### config.mk
export PLATFORM = sky130hd
export DESIGN_NAME = lcgs_ctrl
export DESIGN_NICKNAME = d
export VERILOG_FILES = /design/src/rtl/lcgs_pkg.sv /design/src/rtl/lcgs_ctrl.sv
export VERILOG_INCLUDE_DIRS = /design/src /design/src/rtl
export SDC_FILE = /design/constraint.sdc
export NUM_CORES = 1
export LEC_CHECK = 0
export BUFFER_PORTS_ARGS = -buffer_cell sky130_fd_sc_hd__buf_2
export CORE_MARGIN = 1
export CORE_UTILIZATION = 43
export DETAILED_ROUTE_END_ITERATION = 16
export PLACE_DENSITY_LB_ADDON = 0.25
export SKIP_LAST_GASP = 1
export SYNTH_ARGS = -nofsm -noshare
export SYNTH_HDL_FRONTEND = slang
export SYNTH_SLANG_ARGS = --single-unit
### constraint.sdc
create_clock -name clk -period 2.1 [get_ports clk]
set_input_delay 0.21 -clock clk [delete_from_list [all_inputs] [get_ports clk]]
set_output_delay 0.21 -clock clk [all_outputs]
set_load 0.02 [all_outputs]
### src/rtl/lm_cross_generation_score_top_assert.svh
// assertion macros for the cross-generation scorer
// used by the controller; needs a clock and an active-low reset argument
`ifndef LM_CROSS_GENERATION_SCORE_TOP_ASSERT_SVH
`define LM_CROSS_GENERATION_SCORE_TOP_ASSERT_SVH

// same-cycle implication
`define LCGS_ASSERT_IMP(lbl, ck, rn, ante, cons, msg) \
	lbl: assert property (@(posedge ck) disable iff (!rn) (ante) |-> (cons)) else $error(msg);

// next-cycle implication
`define LCGS_ASSERT_NXT(lbl, ck, rn, ante, cons, msg) \
	lbl: assert property (@(posedge ck) disable iff (!rn) (ante) |=> (cons)) else $error(msg);

`endif

### src/rtl/lcgs_pkg.sv
// shared types and constants of the cross-generation scorer
// no dependencies
package lcgs_pkg;

	localparam int MAX_DOCS    = 8;
	localparam int MAX_TERMS   = 256;
	localparam int VOCAB_SIZE  = 4096;

	localparam int DOC_W       = 3;
	localparam int TERM_W      = 12;
	localparam int TF_W        = 16;
	localparam int BG_W        = 16;
	localparam int MU_W        = 16;
	localparam int NDOC_CFG_W  = 4;
	localparam int SIZE_W      = 24;
	localparam int SCORE_W     = 32;

	localparam int TIDX_W      = $clog2(MAX_TERMS);
	localparam int TCNT_W      = $clog2(MAX_TERMS + 1);
	localparam int DCNT_W      = $clog2(MAX_DOCS + 1);
	localparam int DMEM_AW     = DOC_W + TIDX_W;
	localparam int VOCAB_AW    = $clog2(VOCAB_SIZE);

	// log2 unit: input word, exponent and fraction
	localparam int LOG_X_W     = 41;
	localparam int LOG_E_W     = 6;
	localparam int LOG_F_W     = 30;
	localparam int LOG_R_W     = LOG_E_W + LOG_F_W;
	localparam int MANT_W      = 32;

	localparam int LN2_W       = 28;
	localparam logic [LN2_W-1:0] LN2_Q28 = 28'd186065279;

	localparam int MAG_W       = 36;
	localparam int DVD_W       = MAG_W + TF_W;
	localparam int DVS_W       = SIZE_W + 6;
	localparam int QUO_W       = 31;
	localparam int SUM_W       = 33;

	localparam logic [SIZE_W-1:0] SIZE_MAX = '1;

	// actions
	localparam logic [1:0] ACT_BG    = 2'd0;
	localparam logic [1:0] ACT_APP   = 2'd1;
	localparam logic [1:0] ACT_SCORE = 2'd2;
	localparam logic [1:0] ACT_NOP   = 2'd3;

	// configuration register select (paddr bit 2)
	localparam int  PADDR_W  = 3;
	localparam logic REG_MU   = 1'b0;
	localparam logic REG_DOCS = 1'b1;

	typedef struct packed {
		logic [1:0]        action;
		logic [DOC_W-1:0]  doc_index;
		logic [TERM_W-1:0] term_index;
		logic [TF_W-1:0]   term_freq;
		logic [BG_W-1:0]   background_prob;
	} lcgs_in_t;

	typedef struct packed {
		logic [DOC_W-1:0]          source_doc;
		logic [DOC_W-1:0]          model_doc;
		logic signed [SCORE_W-1:0] log_score;
		logic                      zero_factor;
		logic                      last;
	} lcgs_out_t;

	typedef struct packed {
		logic wr_bg;
		logic wr_app;
		logic req_load;
		logic use_i;
		logic inc_i;
		logic doc_load;
		logic log_start;
		logic log_sel_num;
		logic ld_latch;
		logic inc_m;
		logic inc_k;
		logic use_tf;
		logic num_latch;
		logic set_zero;
		logic mul1;
		logic mul2;
		logic div_start;
		logic acc;
		logic emit;
	} lcgs_cmd_t;

	typedef struct packed {
		logic req_ok;
		logic i_done;
		logic i_is_src;
		logic m_end;
		logic k_end;
		logic a_lt_b;
		logic a_gt_b;
		logic src_tf_zero;
		logic num_zero;
		logic log_done;
		logic log_busy;
		logic div_done;
	} lcgs_sts_t;

endpackage

### src/rtl/lcgs_ctrl.sv
// scorer controller: request sequencing and sorted-list merge
// depends on lcgs_pkg and the assertion macro header
`include "lm_cross_generation_score_top_assert.svh"

module lcgs_ctrl import lcgs_pkg::*; (
	input  logic       clk,
	input  logic       arst_n,
	input  logic       start,
	input  logic [1:0] action,
	output logic       busy,
	output lcgs_cmd_t  cmd,
	input  lcgs_sts_t  sts
);

	typedef enum logic [12:0] {
		S_IDLE = 13'b0000000000001,
		S_DOC  = 13'b0000000000010,
		S_DEN  = 13'b0000000000100,
		S_DENW = 13'b0000000001000,
		S_RD   = 13'b0000000010000,
		S_CMP  = 13'b0000000100000,
		S_NUM  = 13'b0000001000000,
		S_NZ   = 13'b0000010000000,
		S_LOGN = 13'b0000100000000,
		S_MUL2 = 13'b0001000000000,
		S_MUL3 = 13'b0010000000000,
		S_DIV  = 13'b0100000000000,
		S_EMIT = 13'b1000000000000
	} state_t;

	state_t state_q, state_d;
	logic   match_q, match_d;

	always_ff @(posedge clk or negedge arst_n) begin
		if (!arst_n) begin
			state_q <= S_IDLE;
			match_q <= 1'b0;
		end else begin
			state_q <= state_d;
			match_q <= match_d;
		end
	end

	// next state and commands
	always_comb begin
		state_d = state_q;
		match_d = match_q;
		cmd     = '0;
		cmd.use_i  = (state_q == S_DOC);
		cmd.use_tf = match_q;
		case (state_q)
			S_IDLE: begin
				if (start) begin
					case (action)
						ACT_BG:  cmd.wr_bg  = 1'b1;
						ACT_APP: cmd.wr_app = 1'b1;
						ACT_SCORE: begin
							if (sts.req_ok) begin
								cmd.req_load = 1'b1;
								state_d      = S_DOC;
							end
						end
						default: ;
					endcase
				end
			end
			S_DOC: begin
				if (sts.i_done) begin
					state_d = S_IDLE;
				end else if (sts.i_is_src) begin
					cmd.inc_i = 1'b1;
				end else begin
					cmd.doc_load = 1'b1;
					state_d      = S_DEN;
				end
			end
			S_DEN: begin
				cmd.log_start = 1'b1;
				state_d       = S_DENW;
			end
			S_DENW: begin
				if (sts.log_done) begin
					cmd.ld_latch = 1'b1;
					state_d      = S_RD;
				end
			end
			S_RD: state_d = S_CMP;
			S_CMP: begin
				if (sts.m_end) begin
					state_d = S_EMIT;
				end else if (!sts.k_end && sts.a_gt_b) begin
					cmd.inc_k = 1'b1;
					state_d   = S_RD;
				end else begin
					match_d = !sts.k_end && !sts.a_lt_b;
					if (sts.src_tf_zero) begin
						cmd.inc_m = 1'b1;
						cmd.inc_k = !sts.k_end && !sts.a_lt_b;
						state_d   = S_RD;
					end else begin
						state_d = S_NUM;
					end
				end
			end
			S_NUM: begin
				cmd.num_latch = 1'b1;
				state_d       = S_NZ;
			end
			S_NZ: begin
				if (sts.num_zero) begin
					cmd.set_zero = 1'b1;
					cmd.inc_m    = 1'b1;
					cmd.inc_k    = match_q;
					state_d      = S_RD;
				end else begin
					cmd.log_start   = 1'b1;
					cmd.log_sel_num = 1'b1;
					state_d         = S_LOGN;
				end
			end
			S_LOGN: begin
				if (sts.log_done) begin
					cmd.mul1 = 1'b1;
					state_d  = S_MUL2;
				end
			end
			S_MUL2: begin
				cmd.mul2 = 1'b1;
				state_d  = S_MUL3;
			end
			S_MUL3: begin
				cmd.div_start = 1'b1;
				state_d       = S_DIV;
			end
			S_DIV: begin
				if (sts.div_done) begin
					cmd.acc   = 1'b1;
					cmd.inc_m = 1'b1;
					cmd.inc_k = match_q;
					state_d   = S_RD;
				end
			end
			S_EMIT: begin
				cmd.emit  = 1'b1;
				cmd.inc_i = 1'b1;
				state_d   = S_DOC;
			end
			default: state_d = S_IDLE;
		endcase
	end

	assign busy = (state_q != S_IDLE);

	// checks
	`LCGS_ASSERT_IMP(a_log_idle, clk, arst_n, cmd.log_start, !sts.log_busy, "log unit restarted while busy")
	`LCGS_ASSERT_NXT(a_emit_single, clk, arst_n, cmd.emit, !cmd.emit, "results in consecutive cycles")
	`LCGS_ASSERT_NXT(a_div_run, clk, arst_n, cmd.div_start, !sts.div_done && !cmd.acc, "divider done at once")
	`LCGS_ASSERT_IMP(a_emit_busy, clk, arst_n, cmd.emit, busy && !sts.log_busy, "result outside a request")

endmodule
======== After elaboration in Yosys (flattened, before gate mapping) ========
Cells that the tools add are included.
W data, S select, Z words.
cells by class
  $add $sub $neg .......................... 0
  $mul .................................... 0
  div/mod/pow operators ................... 0
  $lt $le $gt $ge ......................... 0
  equality and inequality tests ........... 23
  shift-type cells ........................ 0
  multiplexer cells ....................... 45
  bitwise operators ....................... 2
  reductions and logical operators ........ 7
operator list
  operator                number
  $pmux W13 S13           1
  $mux W13                10
  $mux W1                 21
  $eq A13 B1 Y1 const B   1
  $eq A13 B10 Y1 const B  1
  $eq A13 B11 Y1 const B  1
  $eq A13 B12 Y1 const B  1
  $eq A13 B13 Y1 const B  1
  $eq A13 B2 Y1 const B   1
  $eq A13 B3 Y1 const B   1
  $eq A13 B4 Y1 const B   1
  $eq A13 B5 Y1 const B   1
  $eq A13 B6 Y1 const B   1
  $eq A13 B7 Y1 const B   1
  $eq A13 B8 Y1 const B   1
  $eq A13 B9 Y1 const B   1
  $ne A13 B1 Y1 const B   1
  $mux W2                 6
  $ne A2 B2 Y1 const B    5
  $mux W9                 1
  $mux W7                 1
  $reduce_and A7 Y1       1
  $mux W3                 2
  $pmux W2 S3             1
  10 further kinds        14
word-level totals
  register bits ........................... 14
  latch bits .............................. 0
  RAM bits ................................ 0
  bits in read-only memories .............. 0
  input port bits ......................... 17
  output and inout port bits .............. 20
  word-level logic and storage cells ...... 79
  memories ................................ 0

======== Longest topological paths before layout ========
Gate-level depths: netlist of run 1.
  depth in word-level cells ............... 6
  gate-level depth with buffers ........... 6
  depth with buffers taken out ............ 5

======== Worst setup path before layout of run 1 ========
Ideal clock, no wire load.
  path kind ............................... register to output
  start point ............................. register state_q[0]
  end point ............................... output port cmd[17] in the netlist's numbering
  arrival time ............................ 2.082 ns
  path slack .............................. -0.192 ns
  cell stages (with the launch flop) ...... 4
  buffers on the path ..................... 0
  path through ............................ dfstp_2 -> nor4b_1 -> nand4_1 -> nor4b_1
RTL lines
  element                   line             RTL
  start: declaration        lcgs_ctrl.sv:31  state_t state_q, state_d;
  start signal: assignment  lcgs_ctrl.sv:39  state_q <= state_d;
  end: declaration          lcgs_ctrl.sv:11  output lcgs_cmd_t cmd,

==> reports/metrics.yaml, run 1 <==
status: "finished, violations left"
violations: "setup timing"
num_vias: 1277
grt_pass1_vias: 994
path_cells: "nor4_4 > buf_4 > nand4_1 > nor2_2 > nand3b_1 > nand2b_4 > buf_6"
tightest_slew_ns: 0.4621
path_buf_inv: 2
rsz0062_at_grt: "yes"
antenna_found_initial: 0
cts_sinks: 14
cpLargestDelayFamily: "simple AND/OR/NAND/NOR gates"
finalWeightedCongestion: 0.7494
power_density_nw_per_um2: 538.1
critical_path_arrival_ns: 2.01
slew_viol_final: 0
fin_skew_ns: 0.005499
power.leakage_nw: 0.8760
critPathLaunchType: "flop"
grt_max_degree: 15
async_reset_ff_share_pct: 100.0
design_area_um2: 1862
globalRoute.totalOverflow: 0
worst_slack_ns: -0.1175
hold_viol_final: 0
clockRootBuffer: "clkbuf_4"
grt_pass1_wl_um: 4422
layout.nets: 209
critPathKind: "flop to primary output"
grtUsageTotal_pct: 21.93
core_area_um2: 2477
area_growth_syn_to_layout_pct: 65.15
layout_min_cycle_time_ns: 2.217
drt_first_pass_iters: 4
route.detailed.wl_per_inst_um: 16.10
syn-cell-area_um2: 1127
yosysMostFrequentCell: "dfrtp_1"
synth_top_area_share_pct: 28.86
postSynthAreaPerCell_um2: 9.165
critPathRequiredTime_ns: 1.89
ys_seq_elements: 14
portBuffers: 35
hold_path_class: "primary input to flop"
synth.area.top_cells: "dfrtp_1 29%, nor4b_1 6.2%, nor4_4 5.7%, xor2_1 3.9%, o21ai_0 3.1%"
cts_max_path_buffers: 2
die_w_um: 53.20
ant_nets: 0
regToRegSetupSlack_ns: 0.22
slowest_delay_ns: 0.48
yosysWarnings: 0
end_kind: "primary output"
clock_latency_ns: 0.29
cp_slowest_cell: "dfrtp_2"
setup_viol: 11
fmax_ghz: 0.4510
die_h_um: 53.20
dp_hpwl_um: 2024
synth_edf_count: 0
vdd_ir_drop_max_uv: 432.7
initial_utilization_pct: 45.51
numCtsBuffers: 3
clk_pin_slew_ns: 0.10
final_layout_size_suffix_gt1_share_pct: 55.50
cp_max_fo: 6
drt_iter0_markers: 30
setup_tns_ns: -0.6189
ioPinCount: 37
viasPerCell: 5.778
drc: 0
cts_tree: "done"
synth.net_count: 140
layout_worst_path_cycle_share_pct: 105.6
yosysTopAreaCell: "dfrtp_1"
drt_wl_total_um: 3558
synth_common_cells: "13 x dfrtp_1, 9 x nor2_1, 8 x nor4b_1"
place_area_um2: 1378
cts.htree.levels: 1
rows: 18
synth.yosys.seq_area_share_pct: 31.19
utilization_pct: 75.15
max_cap_viol_count: 0
die_area_um2: 2830
synth_ff_type: "dfrtp_1"
diodes: 0
slew_headroom_pct: 69.16
synth.distinct_cells: 40
netlist_instances: 123
power by group:
group / internal, mW / leakage [nW] / total, mW / switching, mW
sequential: 0.290 / 0.179 / 0.331 / 0.0409
clock: 0.105 / 0.0210 / 0.206 / 0.100
combinational: 0.221 / 0.676 / 0.465 / 0.244
layer usage:
layer  wire (um)  track usage [%]  vias up  part of all wire (%)
met5           0                0        -                     0
met4          60            7.456        0                   1.7
met3         208            3.736        9                   5.8
met2        1850            36.46       46                    52
met1        1438            28.20      619                    40
li1            -                -      603                     -
layout make-up:
cell class	instances	area [um2]
multi-input cells	96	867.1
fillers	188	615.6
repair buffers	71	540.5
flip-flops and latches	14	357.8
well taps	30	37.54
clock buffers	4	36.28
inverters	6	22.52
worst reg2reg max path, stage by stage, from the launching register on:
cell and delay (ns):
dfrtp_1 0.43, nor4_4 0.29, buf_4 0.19, buf_12 0.12, nand4_4 0.12, nor3b_4 0.21
buf_4 0.13, buf_4 0.10, nor3_2 0.06, o31a_1 0.12
logic make-up after synthesis:
group / count (synthesis) / synth area share, %
xor+xnor: 5 / 3.884
compound gates: 20 / 11.21
simple gates: 70 / 47.50
buf+inv: 13 / 5.328
flops: 14 / 31.19
mux: 1 / 0.8879
path summary, 6_finish.rpt:
| path | start | end | depth (start not counted) |
|---|---|---|---|
| max reg2reg | state_q[8] | state_q[4] | 9 |
| min reg2reg | match_q | match_q | 2 |
| min | sts[7] | match_q | 2 |
| max in group asynchronous | arst_n | state_q[0] | 2 |
| min in group asynchronous | arst_n | state_q[8] | 2 |
| max | state_q[1] | cmd[9] | 7 |
placed cells by master, fill, tap and decap left out, drive strengths merged, types with 2 or more instances in the layout:
cell type  instances
buf               70
dfrtp             13
nor2              10
nor4              10
nor4b             10
o21ai              8
nor3               8
inv                6
nand3              6
nand2              5
xor2               5
a21oi              4
clkbuf             4
nor2b              3
or2                3
nand3b             3
nand4              3
nand4b             2
o21bai             2
nand2b             2
or4                2
metrics by stage:
stage | worst slack, ns | cells | total power, mW | hold WS, ns
finish | -0.1175 | 221 | 1.002 | 0.1206
global route | -0.2328 | 221 | 1.052 | 0.1059
CTS | -0.1083 | 198 | 0.8878 | 0.1058
detailed placement | 0.06083 | 191 | 0.6596 | 0.1308
global placement | 0.1466 | 191 | 0.6534 | 0.1320
floorplan | -0.1922 | 123 | 0.5619 | -0.08559
timing repair:
action	CTS	global route
endpoints found under the setup margin	13	16
resized for setup	12	38
pin swaps	3	14
hold endpoints to repair	13	0
hold buffers	1	0
buffers inserted	2	23
flip-flops by register name (all words and copies together) (netlist names):
| register | count |
|---|---|
| match_q | 1 |
| state_q | 13 |
(Power assumes the default switching activity.)
==> inputs of run 2 (changes only) <==
--- a/constraint.sdc
+++ b/constraint.sdc
@@ -3,2 +3,2 @@
 set_output_delay 0.21 -clock clk [all_outputs]
-set_load 0.02 [all_outputs]
+set_load 0.01 [all_outputs]
==> run 2 against run 1 <==
The run still ends with setup timing left. Sequential power barely moved. Worst hold slack worse by 0.054 ns. Worst setup slack worse by 0.029 ns. Sequential cell count stayed put. Sequential share of layout area increased by 1.3 points. Via count decreased by 2.3%. Clock power is 5% higher. Register-to-register slack got worse by 0.02 ns. Wire length fell by 1.3%. Total power increased by 2.6%. Combinational power is 3% higher. First-iteration DRC count is 6.7% lower. Critical endpoint is now cmd[12].
==> reports/metrics.yaml, run 2 (synthesis gave the netlist of run 1 again) <==
status: "finished, violations left"  # unchanged
violations: "setup timing"  # unchanged
tightest_slew_ns: 0.3784  # was 0.4621 ns
critPathKind: "flop to primary output"  # unchanged
die_h_um: 53.20  # unchanged
vdd_ir_drop_max_uv: 452.2  # was 432.7 uV
final_common_cell: "buf_2"  # was buf_4
drt_wl_total_um: 3512  # was 3558 um
path_cells: "nor4_4 > buf_4 > nand3_4 > nor4_4 > o21bai_1 > buf_2"  # was nor4_4 > buf_4 > nand4_1 > nor2_2 > nand3b_1 > nand2b_4 > buf_6
numCtsBuffers: 3  # unchanged
fmax_ghz: 0.4451  # was 0.4510 GHz
fin_hold_ws_ns: 0.06687  # was 0.1206 ns
reg_top3: "state_q x13, match_q x1"  # unchanged
layout_common_cells: "34 x buf_2, 31 x buf_4, 7 x o21ai_0, 7 x dfrtp_1"  # was 35 x buf_4, 23 x buf_2, 10 x buf_6
regToRegSetupSlack_ns: 0.20  # was 0.22 ns
layout_min_cycle_time_ns: 2.246  # was 2.217 ns
worst_slack_ns: -0.1465  # was -0.1175 ns
cts.htree.levels: 1  # unchanged
slew_viol_final: 0  # unchanged
portBuffers: 35  # unchanged
drt_first_pass_iters: 4  # unchanged
slew_headroom_pct: 74.69  # was 69.16%
grt_pass1_wl_um: 4802  # was 4422 um
rows: 18  # unchanged
final_layout_size_suffix_gt1_share_pct: 55.26  # was 55.50%
layout.cells.non_filler: 220  # was 221
regMostFlops: "state_q"  # unchanged
critPathLaunchType: "flop"  # unchanged
largest_reg_flops: 13  # unchanged
core_area_um2: 2477  # unchanged
grtUsageTotal_pct: 23.98  # was 21.93%
clock_latency_ns: 0.31  # was 0.29 ns
area_growth_syn_to_layout_pct: 55.60  # was 65.15%
die_w_um: 53.20  # unchanged
cp_max_fo: 7  # was 6
hold_path_class: "primary input to flop"  # unchanged
hold_viol_final: 0  # unchanged
layout.nets: 208  # was 209
globalRoute.totalOverflow: 0  # unchanged
die_area_um2: 2830  # unchanged
power_density_nw_per_um2: 585.8  # was 538.1 nW/um2
crit_path_frequent_cell: "nor4_4"
num_vias: 1247  # was 1277
route.detailed.wl_per_inst_um: 15.96  # was 16.10 um
end_kind: "primary output"  # unchanged
diodes: 0  # unchanged
wl_met3_um: 215  # was 208 um
layout_worst_path_cycle_share_pct: 107.0  # was 105.6%
drt_iter0_markers: 28  # was 30
rsz0062_at_grt: "yes"  # unchanged
path_buf_inv: 2  # unchanged
setup_viol: 10  # was 11
viasPerCell: 5.668  # was 5.778
p_total_mw: 1.028  # was 1.002 mW
cts_tree: "done"  # unchanged
cts_sinks: 14  # unchanged
fin_skew_ns: 0.001130  # was 0.005499 ns
top_layer_used: "met4"  # unchanged
initial_utilization_pct: 45.51  # unchanged
critical_path_arrival_ns: 2.04  # was 2.01 ns
ant_nets: 0  # unchanged
grt_max_degree: 15  # unchanged
antenna_found_initial: 0  # unchanged
slowest_delay_ns: 0.50  # was 0.48 ns
cpLargestDelayFamily: "simple AND/OR/NAND/NOR gates"  # unchanged
cp_slowest_cell: "dfrtp_2"  # unchanged
grt_pass1_vias: 1053  # was 994
drt-met1-wl_um: 1420  # was 1438 um
finalWeightedCongestion: 0.7742  # was 0.7494
clk_pin_slew_ns: 0.10  # about the same
clockRootBuffer: "clkbuf_4"  # unchanged
critPathRequiredTime_ns: 1.89  # about the same
max_cap_viol_count: 0  # unchanged
cts_max_path_buffers: 2  # unchanged
fillCellCount: 181  # was 188
ioPinCount: 37  # unchanged
met2WireLength_um: 1760  # was 1850 um
power.leakage_nw: 0.8592  # was 0.8760 nW
drc: 0  # unchanged
placedCellCount: 190  # was 191
dp_hpwl_um: 2047  # was 2024 um
==> run 2: path summary, 6_finish.rpt <==
check / from / to / cells after the start
min in group asynchronous: arst_n / state_q[8] / 2
max in group asynchronous: arst_n / state_q[0] / 2
max reg2reg: state_q[0] / state_q[0] / 7
max: state_q[3] / cmd[12] / 6
min reg2reg: match_q / match_q / 2
min: sts[9] / state_q[2] / 2
==> run 2: per-stage QoR <==
step                      setup slack, ns  cell area, um2  TNS (ns)  utilization (%)
after floorplan                    0.2269            1127         0                -
final                             -0.1465            1754   -0.5542            70.81
after global placement             0.1652            1370         0            55.30
after CTS                        -0.09969            1541   -0.4432            62.22
after detailed placement          0.09382            1370         0            55.30
after global routing              -0.2021            1754    -1.650            70.81
==> run 2: timing repair <==
action	4_1_cts	5_1_grt
resized for setup	15	16
setup endpoints to repair	14	15
pin swaps	5	16
endpoints found under the hold margin	13	0
buffers inserted	8	17
hold buffers	1	0
==> run 2: power breakdown <==
part           switching, mW  total (mW)  leakage (nW)  internal (mW)
Sequential            0.0412       0.332         0.177          0.290
Combinational          0.236       0.479         0.661          0.243
Clock                  0.111       0.217        0.0210          0.106
Total                  0.388        1.03         0.859          0.640
==> run 2: layer usage <==
layer	vias to the layer above	GRT usage [%]
li1	600	-
met1	583	28.95
met2	51	40.63
met3	13	5.172
met4	0	9.649
met5	-	0
==> run 2: area by class of cell <==
type                            count  area [um2]  share of cell area, %
Timing Repair Buffer               70       457.9                  26.11
Clock buffer                        4       36.28                  2.068
Multi-Input combinational cell     96       840.8                  47.93
Sequential cell                    14       359.1                  20.47
Inverter                            6       22.52                  1.284
Tap cell                           30       37.54                  2.140
